==> src/hw/rtl/timed_ramp_hold_profile_assert.svh <==
// ----------------------------------------------------------------------------
// Assertion macros for the timed ramp and hold profile block
// Clocked on clk_i and disabled while rst_ni is low.
// ----------------------------------------------------------------------------
`ifndef TIMED_RAMP_HOLD_PROFILE_ASSERT_SVH
`define TIMED_RAMP_HOLD_PROFILE_ASSERT_SVH

// The consequent must hold in the same cycle as the antecedent.
`define TRHP_ASSERT_SAME(label, ante, cons, msg) \
  label: assert property (@(posedge clk_i) disable iff (!rst_ni) (ante) |-> (cons)) \
    else $error(msg);

// The consequent must hold in the cycle after the antecedent.
`define TRHP_ASSERT_NEXT(label, ante, cons, msg) \
  label: assert property (@(posedge clk_i) disable iff (!rst_ni) (ante) |=> (cons)) \
    else $error(msg);

`endif

==> src/hw/rtl/trhp_pkg.sv <==
// ----------------------------------------------------------------------------
// trhp_pkg
// Types and constants shared by the timed ramp and hold profile modules.
// ----------------------------------------------------------------------------
package trhp_pkg;

  typedef enum logic [3:0] {
    PH_UP      = 4'b0001,
    PH_HOLD_HI = 4'b0010,
    PH_DOWN    = 4'b0100,
    PH_HOLD_LO = 4'b1000
  } phase_e;

  typedef enum logic [2:0] {
    CFG_MAX_POS   = 3'd0,
    CFG_UP_STEP   = 3'd1,
    CFG_DOWN_STEP = 3'd2,
    CFG_UP_TIME   = 3'd3,
    CFG_HI_TIME   = 3'd4,
    CFG_DOWN_TIME = 3'd5,
    CFG_LO_TIME   = 3'd6
  } cfg_idx_e;

  localparam logic [1:0] PCODE_UP      = 2'd0;
  localparam logic [1:0] PCODE_HOLD_HI = 2'd1;
  localparam logic [1:0] PCODE_DOWN    = 2'd2;
  localparam logic [1:0] PCODE_HOLD_LO = 2'd3;

  localparam int unsigned POS_W     = 10;
  localparam int unsigned STEP_W    = 20;
  localparam int unsigned TIME_W    = 16;
  localparam int unsigned DELTA_W   = 8;
  localparam int unsigned PANEL_W   = 16;
  localparam int unsigned GOAL_W    = 26;
  localparam int unsigned CFG_W     = 20;
  localparam int unsigned START_BIT = 4;

  localparam logic [POS_W-1:0]  MAX_POS_RST   = 10'd900;
  localparam logic [STEP_W-1:0] UP_STEP_RST   = 20'd2949;
  localparam logic [STEP_W-1:0] DOWN_STEP_RST = 20'd2949;
  localparam logic [TIME_W-1:0] UP_TIME_RST   = 16'd20000;
  localparam logic [TIME_W-1:0] HI_TIME_RST   = 16'd20000;
  localparam logic [TIME_W-1:0] DOWN_TIME_RST = 16'd20000;
  localparam logic [TIME_W-1:0] LO_TIME_RST   = 16'd24000;

  typedef struct packed {
    logic [POS_W-1:0]  max_pos;
    logic [STEP_W-1:0] up_step;
    logic [STEP_W-1:0] down_step;
    logic [TIME_W-1:0] up_time;
    logic [TIME_W-1:0] hi_time;
    logic [TIME_W-1:0] down_time;
    logic [TIME_W-1:0] lo_time;
  } cfg_t;

  typedef struct packed {
    phase_e            phase;
    logic [TIME_W-1:0] elapsed;
    logic              started;
    logic              enable;
  } state_t;

  function automatic logic [1:0] phase_code(input phase_e ph);
    logic [1:0] code;
    unique case (ph)
      PH_UP:      code = PCODE_UP;
      PH_HOLD_HI: code = PCODE_HOLD_HI;
      PH_DOWN:    code = PCODE_DOWN;
      PH_HOLD_LO: code = PCODE_HOLD_LO;
      default:    code = PCODE_UP;
    endcase
    return code;
  endfunction

endpackage

==> src/hw/rtl/timed_ramp_hold_profile.sv <==
// ----------------------------------------------------------------------------
// timed_ramp_hold_profile
// Trapezoidal position set-point sequencer: ramp up, hold high, ramp down,
// hold low, then repeat.
// ----------------------------------------------------------------------------
// The input channel carries either a time tick (cmd_i low, delta_ms_i gives
// the elapsed milliseconds) or a panel word (cmd_i high); a panel word with
// bit 4 clear latches start, and ticks before start change nothing.
// Every input transaction yields exactly one output transaction that shows
// the goal position, phase, driver enable and running flag after it.
// An input transaction is captured in an input register, the next state is
// formed combinationally from it, and the result lands in an output register.
// Throughput is one transaction per cycle when the receiver does not stall.
// A stalled result holds in the output register while one more transaction
// waits in the input register; in_stall_o rises only when both are full.
// Configuration writes take effect at once; the user makes them only while
// idle, and the block does not enforce this. Reset clears the profile state,
// loads the default timing registers and empties both pipeline registers.
// ----------------------------------------------------------------------------
`include "timed_ramp_hold_profile_assert.svh"

module timed_ramp_hold_profile #(
  parameter int unsigned FRAC_BITS = 16
) (
  input  logic        clk_i,
  input  logic        rst_ni,
  input  logic        cfg_we_i,
  input  logic [2:0]  cfg_index_i,
  input  logic [19:0] cfg_data_i,
  input  logic        in_valid_i,
  output logic        in_stall_o,
  input  logic        cmd_i,
  input  logic [7:0]  delta_ms_i,
  input  logic [15:0] panel_word_i,
  output logic        out_valid_o,
  input  logic        out_stall_i,
  output logic [25:0] goal_position_o,
  output logic [1:0]  phase_now_o,
  output logic        enable_out_o,
  output logic        running_out_o
);
  import trhp_pkg::*;

  localparam int unsigned ACC_W = POS_W + FRAC_BITS;

  cfg_t                 cfg_q;
  state_t               state_q, state_d;
  logic [ACC_W-1:0]     goal_q, goal_d;
  logic [ACC_W+GOAL_W-1:0] goal_wide;

  logic                 in_valid_q;
  logic                 cmd_q;
  logic [DELTA_W-1:0]   delta_q;
  logic [PANEL_W-1:0]   panel_q;

  logic                 out_valid_q;
  logic [GOAL_W-1:0]    out_goal_q;
  logic [1:0]           out_phase_q;
  logic                 out_enable_q;
  logic                 out_running_q;

  logic                 in_accept;
  logic                 advance;

  assign advance    = !out_valid_q || !out_stall_i;
  assign in_stall_o = in_valid_q && !advance;
  assign in_accept  = in_valid_i && !in_stall_o;

  always_ff @(posedge clk_i or negedge rst_ni) begin
    if (!rst_ni) begin
      cfg_q.max_pos   <= MAX_POS_RST;
      cfg_q.up_step   <= UP_STEP_RST;
      cfg_q.down_step <= DOWN_STEP_RST;
      cfg_q.up_time   <= UP_TIME_RST;
      cfg_q.hi_time   <= HI_TIME_RST;
      cfg_q.down_time <= DOWN_TIME_RST;
      cfg_q.lo_time   <= LO_TIME_RST;
    end else if (cfg_we_i) begin
      unique case (cfg_idx_e'(cfg_index_i))
        CFG_MAX_POS:   cfg_q.max_pos   <= cfg_data_i[POS_W-1:0];
        CFG_UP_STEP:   cfg_q.up_step   <= cfg_data_i[STEP_W-1:0];
        CFG_DOWN_STEP: cfg_q.down_step <= cfg_data_i[STEP_W-1:0];
        CFG_UP_TIME:   cfg_q.up_time   <= cfg_data_i[TIME_W-1:0];
        CFG_HI_TIME:   cfg_q.hi_time   <= cfg_data_i[TIME_W-1:0];
        CFG_DOWN_TIME: cfg_q.down_time <= cfg_data_i[TIME_W-1:0];
        CFG_LO_TIME:   cfg_q.lo_time   <= cfg_data_i[TIME_W-1:0];
        default: begin
        end
      endcase
    end
  end

  always_ff @(posedge clk_i or negedge rst_ni) begin
    if (!rst_ni) begin
      in_valid_q <= 1'b0;
    end else if (in_accept) begin
      in_valid_q <= 1'b1;
    end else if (advance) begin
      in_valid_q <= 1'b0;
    end
  end

  always_ff @(posedge clk_i) begin
    if (in_accept) begin
      cmd_q   <= cmd_i;
      delta_q <= delta_ms_i;
      panel_q <= panel_word_i;
    end
  end

  trhp_step #(
    .FRAC_BITS (FRAC_BITS)
  ) u_step (
    .cfg_i        (cfg_q),
    .state_i      (state_q),
    .goal_i       (goal_q),
    .cmd_i        (cmd_q),
    .delta_ms_i   (delta_q),
    .panel_word_i (panel_q),
    .state_o      (state_d),
    .goal_o       (goal_d)
  );

  assign goal_wide = {{GOAL_W{1'b0}}, goal_d};

  always_ff @(posedge clk_i or negedge rst_ni) begin
    if (!rst_ni) begin
      state_q.phase   <= PH_UP;
      state_q.elapsed <= '0;
      state_q.started <= 1'b0;
      state_q.enable  <= 1'b0;
      goal_q          <= '0;
    end else if (in_valid_q && advance) begin
      state_q <= state_d;
      goal_q  <= goal_d;
    end
  end

  always_ff @(posedge clk_i or negedge rst_ni) begin
    if (!rst_ni) begin
      out_valid_q <= 1'b0;
    end else if (in_valid_q && advance) begin
      out_valid_q <= 1'b1;
    end else if (!out_stall_i) begin
      out_valid_q <= 1'b0;
    end
  end

  always_ff @(posedge clk_i) begin
    if (in_valid_q && advance) begin
      out_goal_q    <= goal_wide[GOAL_W-1:0];
      out_phase_q   <= phase_code(state_d.phase);
      out_enable_q  <= state_d.enable;
      out_running_q <= state_d.started;
    end
  end

  assign out_valid_o     = out_valid_q;
  assign goal_position_o = out_goal_q;
  assign phase_now_o     = out_phase_q;
  assign enable_out_o    = out_enable_q;
  assign running_out_o   = out_running_q;

  `TRHP_ASSERT_NEXT(a_start_sticky, state_q.started, state_q.started, "start latch was cleared")
  `TRHP_ASSERT_SAME(a_enable_needs_start, state_q.enable, state_q.started, "driver enabled before start")
  `TRHP_ASSERT_NEXT(a_result_loaded, in_valid_q && advance, out_valid_q, "advanced transaction produced no result")
  `TRHP_ASSERT_SAME(a_hold_low_zero, out_valid_q && (out_phase_q == PCODE_HOLD_LO) && !out_enable_q, out_goal_q == '0, "goal not zero in hold low")

endmodule

==> src/hw/rtl/trhp_step.sv <==
// ----------------------------------------------------------------------------
// trhp_step
// Next-state logic for one transaction: phase timing, goal ramp and start latch.
// ----------------------------------------------------------------------------
module trhp_step #(
  parameter int unsigned FRAC_BITS = 16
) (
  input  trhp_pkg::cfg_t                        cfg_i,
  input  trhp_pkg::state_t                      state_i,
  input  logic [trhp_pkg::POS_W+FRAC_BITS-1:0]  goal_i,
  input  logic                                  cmd_i,
  input  logic [trhp_pkg::DELTA_W-1:0]          delta_ms_i,
  input  logic [trhp_pkg::PANEL_W-1:0]          panel_word_i,
  output trhp_pkg::state_t                      state_o,
  output logic [trhp_pkg::POS_W+FRAC_BITS-1:0]  goal_o
);
  import trhp_pkg::*;

  localparam int unsigned ACC_W  = POS_W + FRAC_BITS;
  localparam int unsigned PROD_W = STEP_W + DELTA_W;
  localparam int unsigned SUM_W  = ACC_W + STEP_W;

  logic [PROD_W-1:0]  up_prod;
  logic [PROD_W-1:0]  down_prod;
  logic [SUM_W-1:0]   goal_ext;
  logic [SUM_W-1:0]   top_ext;
  logic [SUM_W-1:0]   up_sum;
  logic [SUM_W-1:0]   down_ext;
  logic [SUM_W-1:0]   down_diff;
  logic [ACC_W-1:0]   top;
  logic [ACC_W-1:0]   up_goal;
  logic [ACC_W-1:0]   down_goal;
  logic [TIME_W:0]    elapsed_sum;
  logic [TIME_W-1:0]  elapsed_sat;

  assign up_prod   = {{DELTA_W{1'b0}}, cfg_i.up_step} * {{STEP_W{1'b0}}, delta_ms_i};
  assign down_prod = {{DELTA_W{1'b0}}, cfg_i.down_step} * {{STEP_W{1'b0}}, delta_ms_i};

  assign top      = {cfg_i.max_pos, {FRAC_BITS{1'b0}}};
  assign goal_ext = {{STEP_W{1'b0}}, goal_i};
  assign top_ext  = {{STEP_W{1'b0}}, top};
  assign up_sum   = goal_ext + {{(SUM_W-PROD_W){1'b0}}, up_prod};
  assign up_goal  = (up_sum > top_ext) ? top : up_sum[ACC_W-1:0];

  assign down_ext  = {{(SUM_W-PROD_W){1'b0}}, down_prod};
  assign down_diff = goal_ext - down_ext;
  assign down_goal = (down_ext >= goal_ext) ? '0 : down_diff[ACC_W-1:0];

  assign elapsed_sum = {1'b0, state_i.elapsed} + {{(TIME_W+1-DELTA_W){1'b0}}, delta_ms_i};
  assign elapsed_sat = elapsed_sum[TIME_W] ? {TIME_W{1'b1}} : elapsed_sum[TIME_W-1:0];

  always_comb begin
    state_o = state_i;
    goal_o  = goal_i;
    if (cmd_i) begin
      if (!panel_word_i[START_BIT]) begin
        state_o.started = 1'b1;
      end
    end else if (state_i.started) begin
      state_o.elapsed = elapsed_sat;
      unique case (state_i.phase)
        PH_UP: begin
          state_o.enable = 1'b1;
          goal_o = up_goal;
          if (elapsed_sat >= cfg_i.up_time) begin
            goal_o          = top;
            state_o.phase   = PH_HOLD_HI;
            state_o.elapsed = '0;
          end
        end
        PH_HOLD_HI: begin
          goal_o = top;
          if (elapsed_sat >= cfg_i.hi_time) begin
            state_o.phase   = PH_DOWN;
            state_o.elapsed = '0;
          end
        end
        PH_DOWN: begin
          goal_o = down_goal;
          if (elapsed_sat >= cfg_i.down_time) begin
            goal_o          = '0;
            state_o.phase   = PH_HOLD_LO;
            state_o.elapsed = '0;
          end
        end
        PH_HOLD_LO: begin
          goal_o         = '0;
          state_o.enable = 1'b0;
          if (elapsed_sat >= cfg_i.lo_time) begin
            state_o.phase   = PH_UP;
            state_o.elapsed = '0;
          end
        end
        default: begin
          state_o = state_i;
        end
      endcase
    end
  end

endmodule

==> config.mk <==
export PLATFORM = sky130hd
export DESIGN_NAME = timed_ramp_hold_profile
export DESIGN_NICKNAME = d
export VERILOG_FILES = /design/src/hw/rtl/trhp_pkg.sv /design/src/hw/rtl/timed_ramp_hold_profile.sv /design/src/hw/rtl/trhp_step.sv
export VERILOG_INCLUDE_DIRS = /design/src /design/src/hw/rtl
export SDC_FILE = /design/constraint.sdc
export NUM_CORES = 1
export LEC_CHECK = 0
export ABC_AREA = 1
export BUFFER_PORTS_ARGS = -buffer_cell sky130_fd_sc_hd__clkbuf_2
export CAP_MARGIN = 0
export CORE_MARGIN = 1.5
export CORE_UTILIZATION = 25
export CTS_CLUSTER_DIAMETER = 30
export CTS_CLUSTER_SIZE = 10
export DETAILED_ROUTE_END_ITERATION = 8
export RECOVER_POWER = 100
export SLEW_MARGIN = 20
export SYNTH_ARGS = -nofsm -noshare
export SYNTH_HDL_FRONTEND = slang
export SYNTH_SLANG_ARGS = --single-unit
==> constraint.sdc <==
create_clock -name clk_i -period 8.1 [get_ports clk_i]
set_clock_uncertainty 0.2 [all_clocks]
set_input_delay 2.025 -clock clk_i [delete_from_list [all_inputs] [get_ports clk_i]]
set_output_delay 2.025 -clock clk_i [all_outputs]
set_load 0.02 [all_outputs]
==> run_results.csv <==
group,metric,value,unit
setup_path,cp-end-kind,"register",
timing,max_freq,0.131,GHz
worst_hold_path,min_path_type,"reg -> reg",
global_route,grt_pass1_wl,117000,um
drt,vias,21000,
setup_path,cp_data_required_time,8.22,ns
global_route,grt_max_degree,80,
final_layout,fin_cells,4825,
synthesis,synth_simple_gate_area_share,21.8,%
synthesis,synth_edf_count,40,
final_layout,areaGrowthSynthToFinish,15.2,%
floorplanning,core-area,98700,um^2
synthesis,synth_cell_types,53,
setup_path,start_kind,"register",
cts,htree_levels,2,
cts,clock_sinks,204,
run_status,status,"complete, but fails checks",
setup_path,criticalPathCategory,"reg -> reg",
timing,whs,0.277,ns
synthesis,syn_inst,3432,
synthesis,synthTopCellsByArea,"fa_1 (20%), nand2_1 (14%), inv_1 (13%)",
cts,numCtsBuffers,54,
synthesis,ys_seq_elements,204,
drt,drt-initial-drc-count,1280,
floorplanning,dieArea,102000,um^2
floorplanning,die_h,319,um
final_layout,fill_cells,10700,
synthesis,ys_seq_area_share,21.4,%
timing,finalSetupViolCount,0,
run_status,violations,"max-capacitance violations, max-slew violations",
drt,firstDrtPassIters,7,
place,dp_hpwl,57600,um
floorplanning,fp.dieW,319,um
final_layout,antennaDiodeCount,0,
timing,fin_tns_setup,0,ns
synthesis,synth_common_cells,"nand2_1 (927), inv_1 (893), fa_1 (244)",
synthesis,synth_top_family_by_area,"adder cells",
synthesis,syn_avg_cell_area,7.29,um^2
final_layout,drive_above_1_share,8.00,%
global_route,grt_antenna_before_repair,0,
setup_path,cp-startpoint,"delta_q[4]",
timing,slew_headroom,-199,%
timing,finalCriticalPeriod,7.63,ns
global_route,grt_usage,14.4,%
synthesis,synth-async-reset-ratio,80.4,%
timing,hold_viol_final,0,
synthesis,synth_compound_area_share,8.67,%
synthesis,synthMuxAreaShare,0,%
setup_path,cp_data_arrival_time,7.75,ns
timing,final_max_slew_viol_count,162,
timing,layout_setup_ws,0.473,ns
floorplanning,pin_count,85,
worst_hold_path,hold_start,"cfg_q[54]",
place,place_inst,4700,
timing,timing.final.crit_share,94.2,%
global_route,grt_pass1_vias,21300,
final_layout,layout.nets,4021,
synthesis,post_synth_instance_area,25000,um^2
floorplanning,std_cell_rows,115,
cts,clock_insertion_delay_worst_skew,0.62,ns
floorplanning,start_util,25.3,%
drt,avgViaCountPerCell,4.36,
setup_path,critPathMaxFanout,14,
drt,drc_errors,0,
cts,cts_tree,"built",
setup_path,cp_slowest_cell,"fa_1",
synthesis,synth_ff_type,"dfrtp_1",
synthesis,synth_top_area_cell,"fa_1",
cts,clkTransAtPathRegs,0.05,ns
drt,ant_nets,0,
cts,root_buffer,"clkbuf_16",
setup_path,cpPeakStageDelay,0.55,ns
drt,wl,72000,um
synthesis,synthAdderAreaFrac,31.1,%
synthesis,synth_most_common_cell,"nand2_1",
drt,wire_per_inst,14.9,um
synthesis,synthXorXnorAreaFrac,1.47,%
synthesis,synth_fp_nets,3960,
cts,cts_resized,0,
global_route,grt_overflow,0,
place,portBuffers,69,
synthesis,synth_top_area_share,19.5,%
place,dpl_worst_slack,0.203,ns
cts,clock_path_buffers,3,
job,drv_cap,3,
place,gp_congestion,0.910,
synthesis,yosysWarnings,0,
setup_path,r2r-start,"delta_q[4]",
setup_path,path_common_cell,"inv_1",
timing,tightest_slew,4.48,ns
## repair_timing
item,4_1_cts,5_1_grt
setup endpoints to repair,0,52
hold buffers,0,0
buffers inserted,0,23
## routing by layer
layer  track usage, %  up-vias  share of wire, %
met5                0        -                 0
met1             18.1     9985                44
li1                 -    10400                 -
met4             5.87        0               3.9
met2             24.8      495                47
met3             1.74      107               4.6
## final cells by class
type | instances | area (um^2) | share of cell area (%)
well taps | 1287 | 1610 | 5.59
repair buffers | 125 | 748 | 2.60
inverters | 900 | 3380 | 11.7
flip-flops and latches | 204 | 5350 | 18.6
clock buffers | 64 | 1460 | 5.06
multi-input cells | 2208 | 15800 | 54.7
clock inverters | 37 | 493 | 1.71
## worst max-delay path: cells and delay by family (launching register included)
family          cells  cell delay, ns
fa+ha+maj           6            2.99
simple gates       14            1.79
compound gates      4            0.80
buf+inv             8            0.71
flops               1            0.52
xor+xnor            1            0.30
## path summary, 6_finish.rpt
path | endpoint | slack, ns | cells after the start
setup / recovery | goal_position_o[13] | 0.47 | 33
hold / removal | cfg_q[54] | 0.28 | 2
setup reg to reg | goal_position_o[13] | 0.47 | 33
hold reg to reg | cfg_q[54] | 0.28 | 2
max in group asynchronous | goal_q[19] | 1.73 | 2
min in group asynchronous | in_valid_q | 2.79 | 1
## per-stage QoR
step | util [%] | instance area, um^2
2_1_floorplan | - | 25000
3_3_place_gp | 27.1 | 26700
3_5_place_dp | 27.1 | 26700
4_1_cts | 29.0 | 28700
5_1_grt | 29.2 | 28800
6_report | 29.2 | 28800
## cells in the final DEF (no fill, tap or decap), types with 54 or more instances in the layout
cell type and n:
fa_1 244, a21oi_1 145, dfrtp_1 125, o21ai_0 182, clkbuf_16 54, nor2_1 108, ha_1 231, inv_1 893
nand4_1 60, nand2_1 927, nand3_1 115
## logic make-up after synthesis
kind of cell,after synthesis
AND/OR/NAND/NOR,1287
buffers and inverters,1020
adder cells (fa/ha/maj),475
flip-flops,204
XOR/XNOR,42
AO/OA/AOI/OAI,404
## flip-flops by register name, indices dropped and copies added, names as in the netlist
register and count:
cmd_q 1, enable_out_o 1, in_valid_q 1, cfg_q 114, phase_now_o 2, goal_position_o 26
delta_q 8, running_out_o 1, out_valid_o 1, state_q 22, panel_q 1, goal_q 26
Power is left out: the tool's default activity adds up to more than one toggle a clock period on the data nets, which glitch-free logic cannot reach.
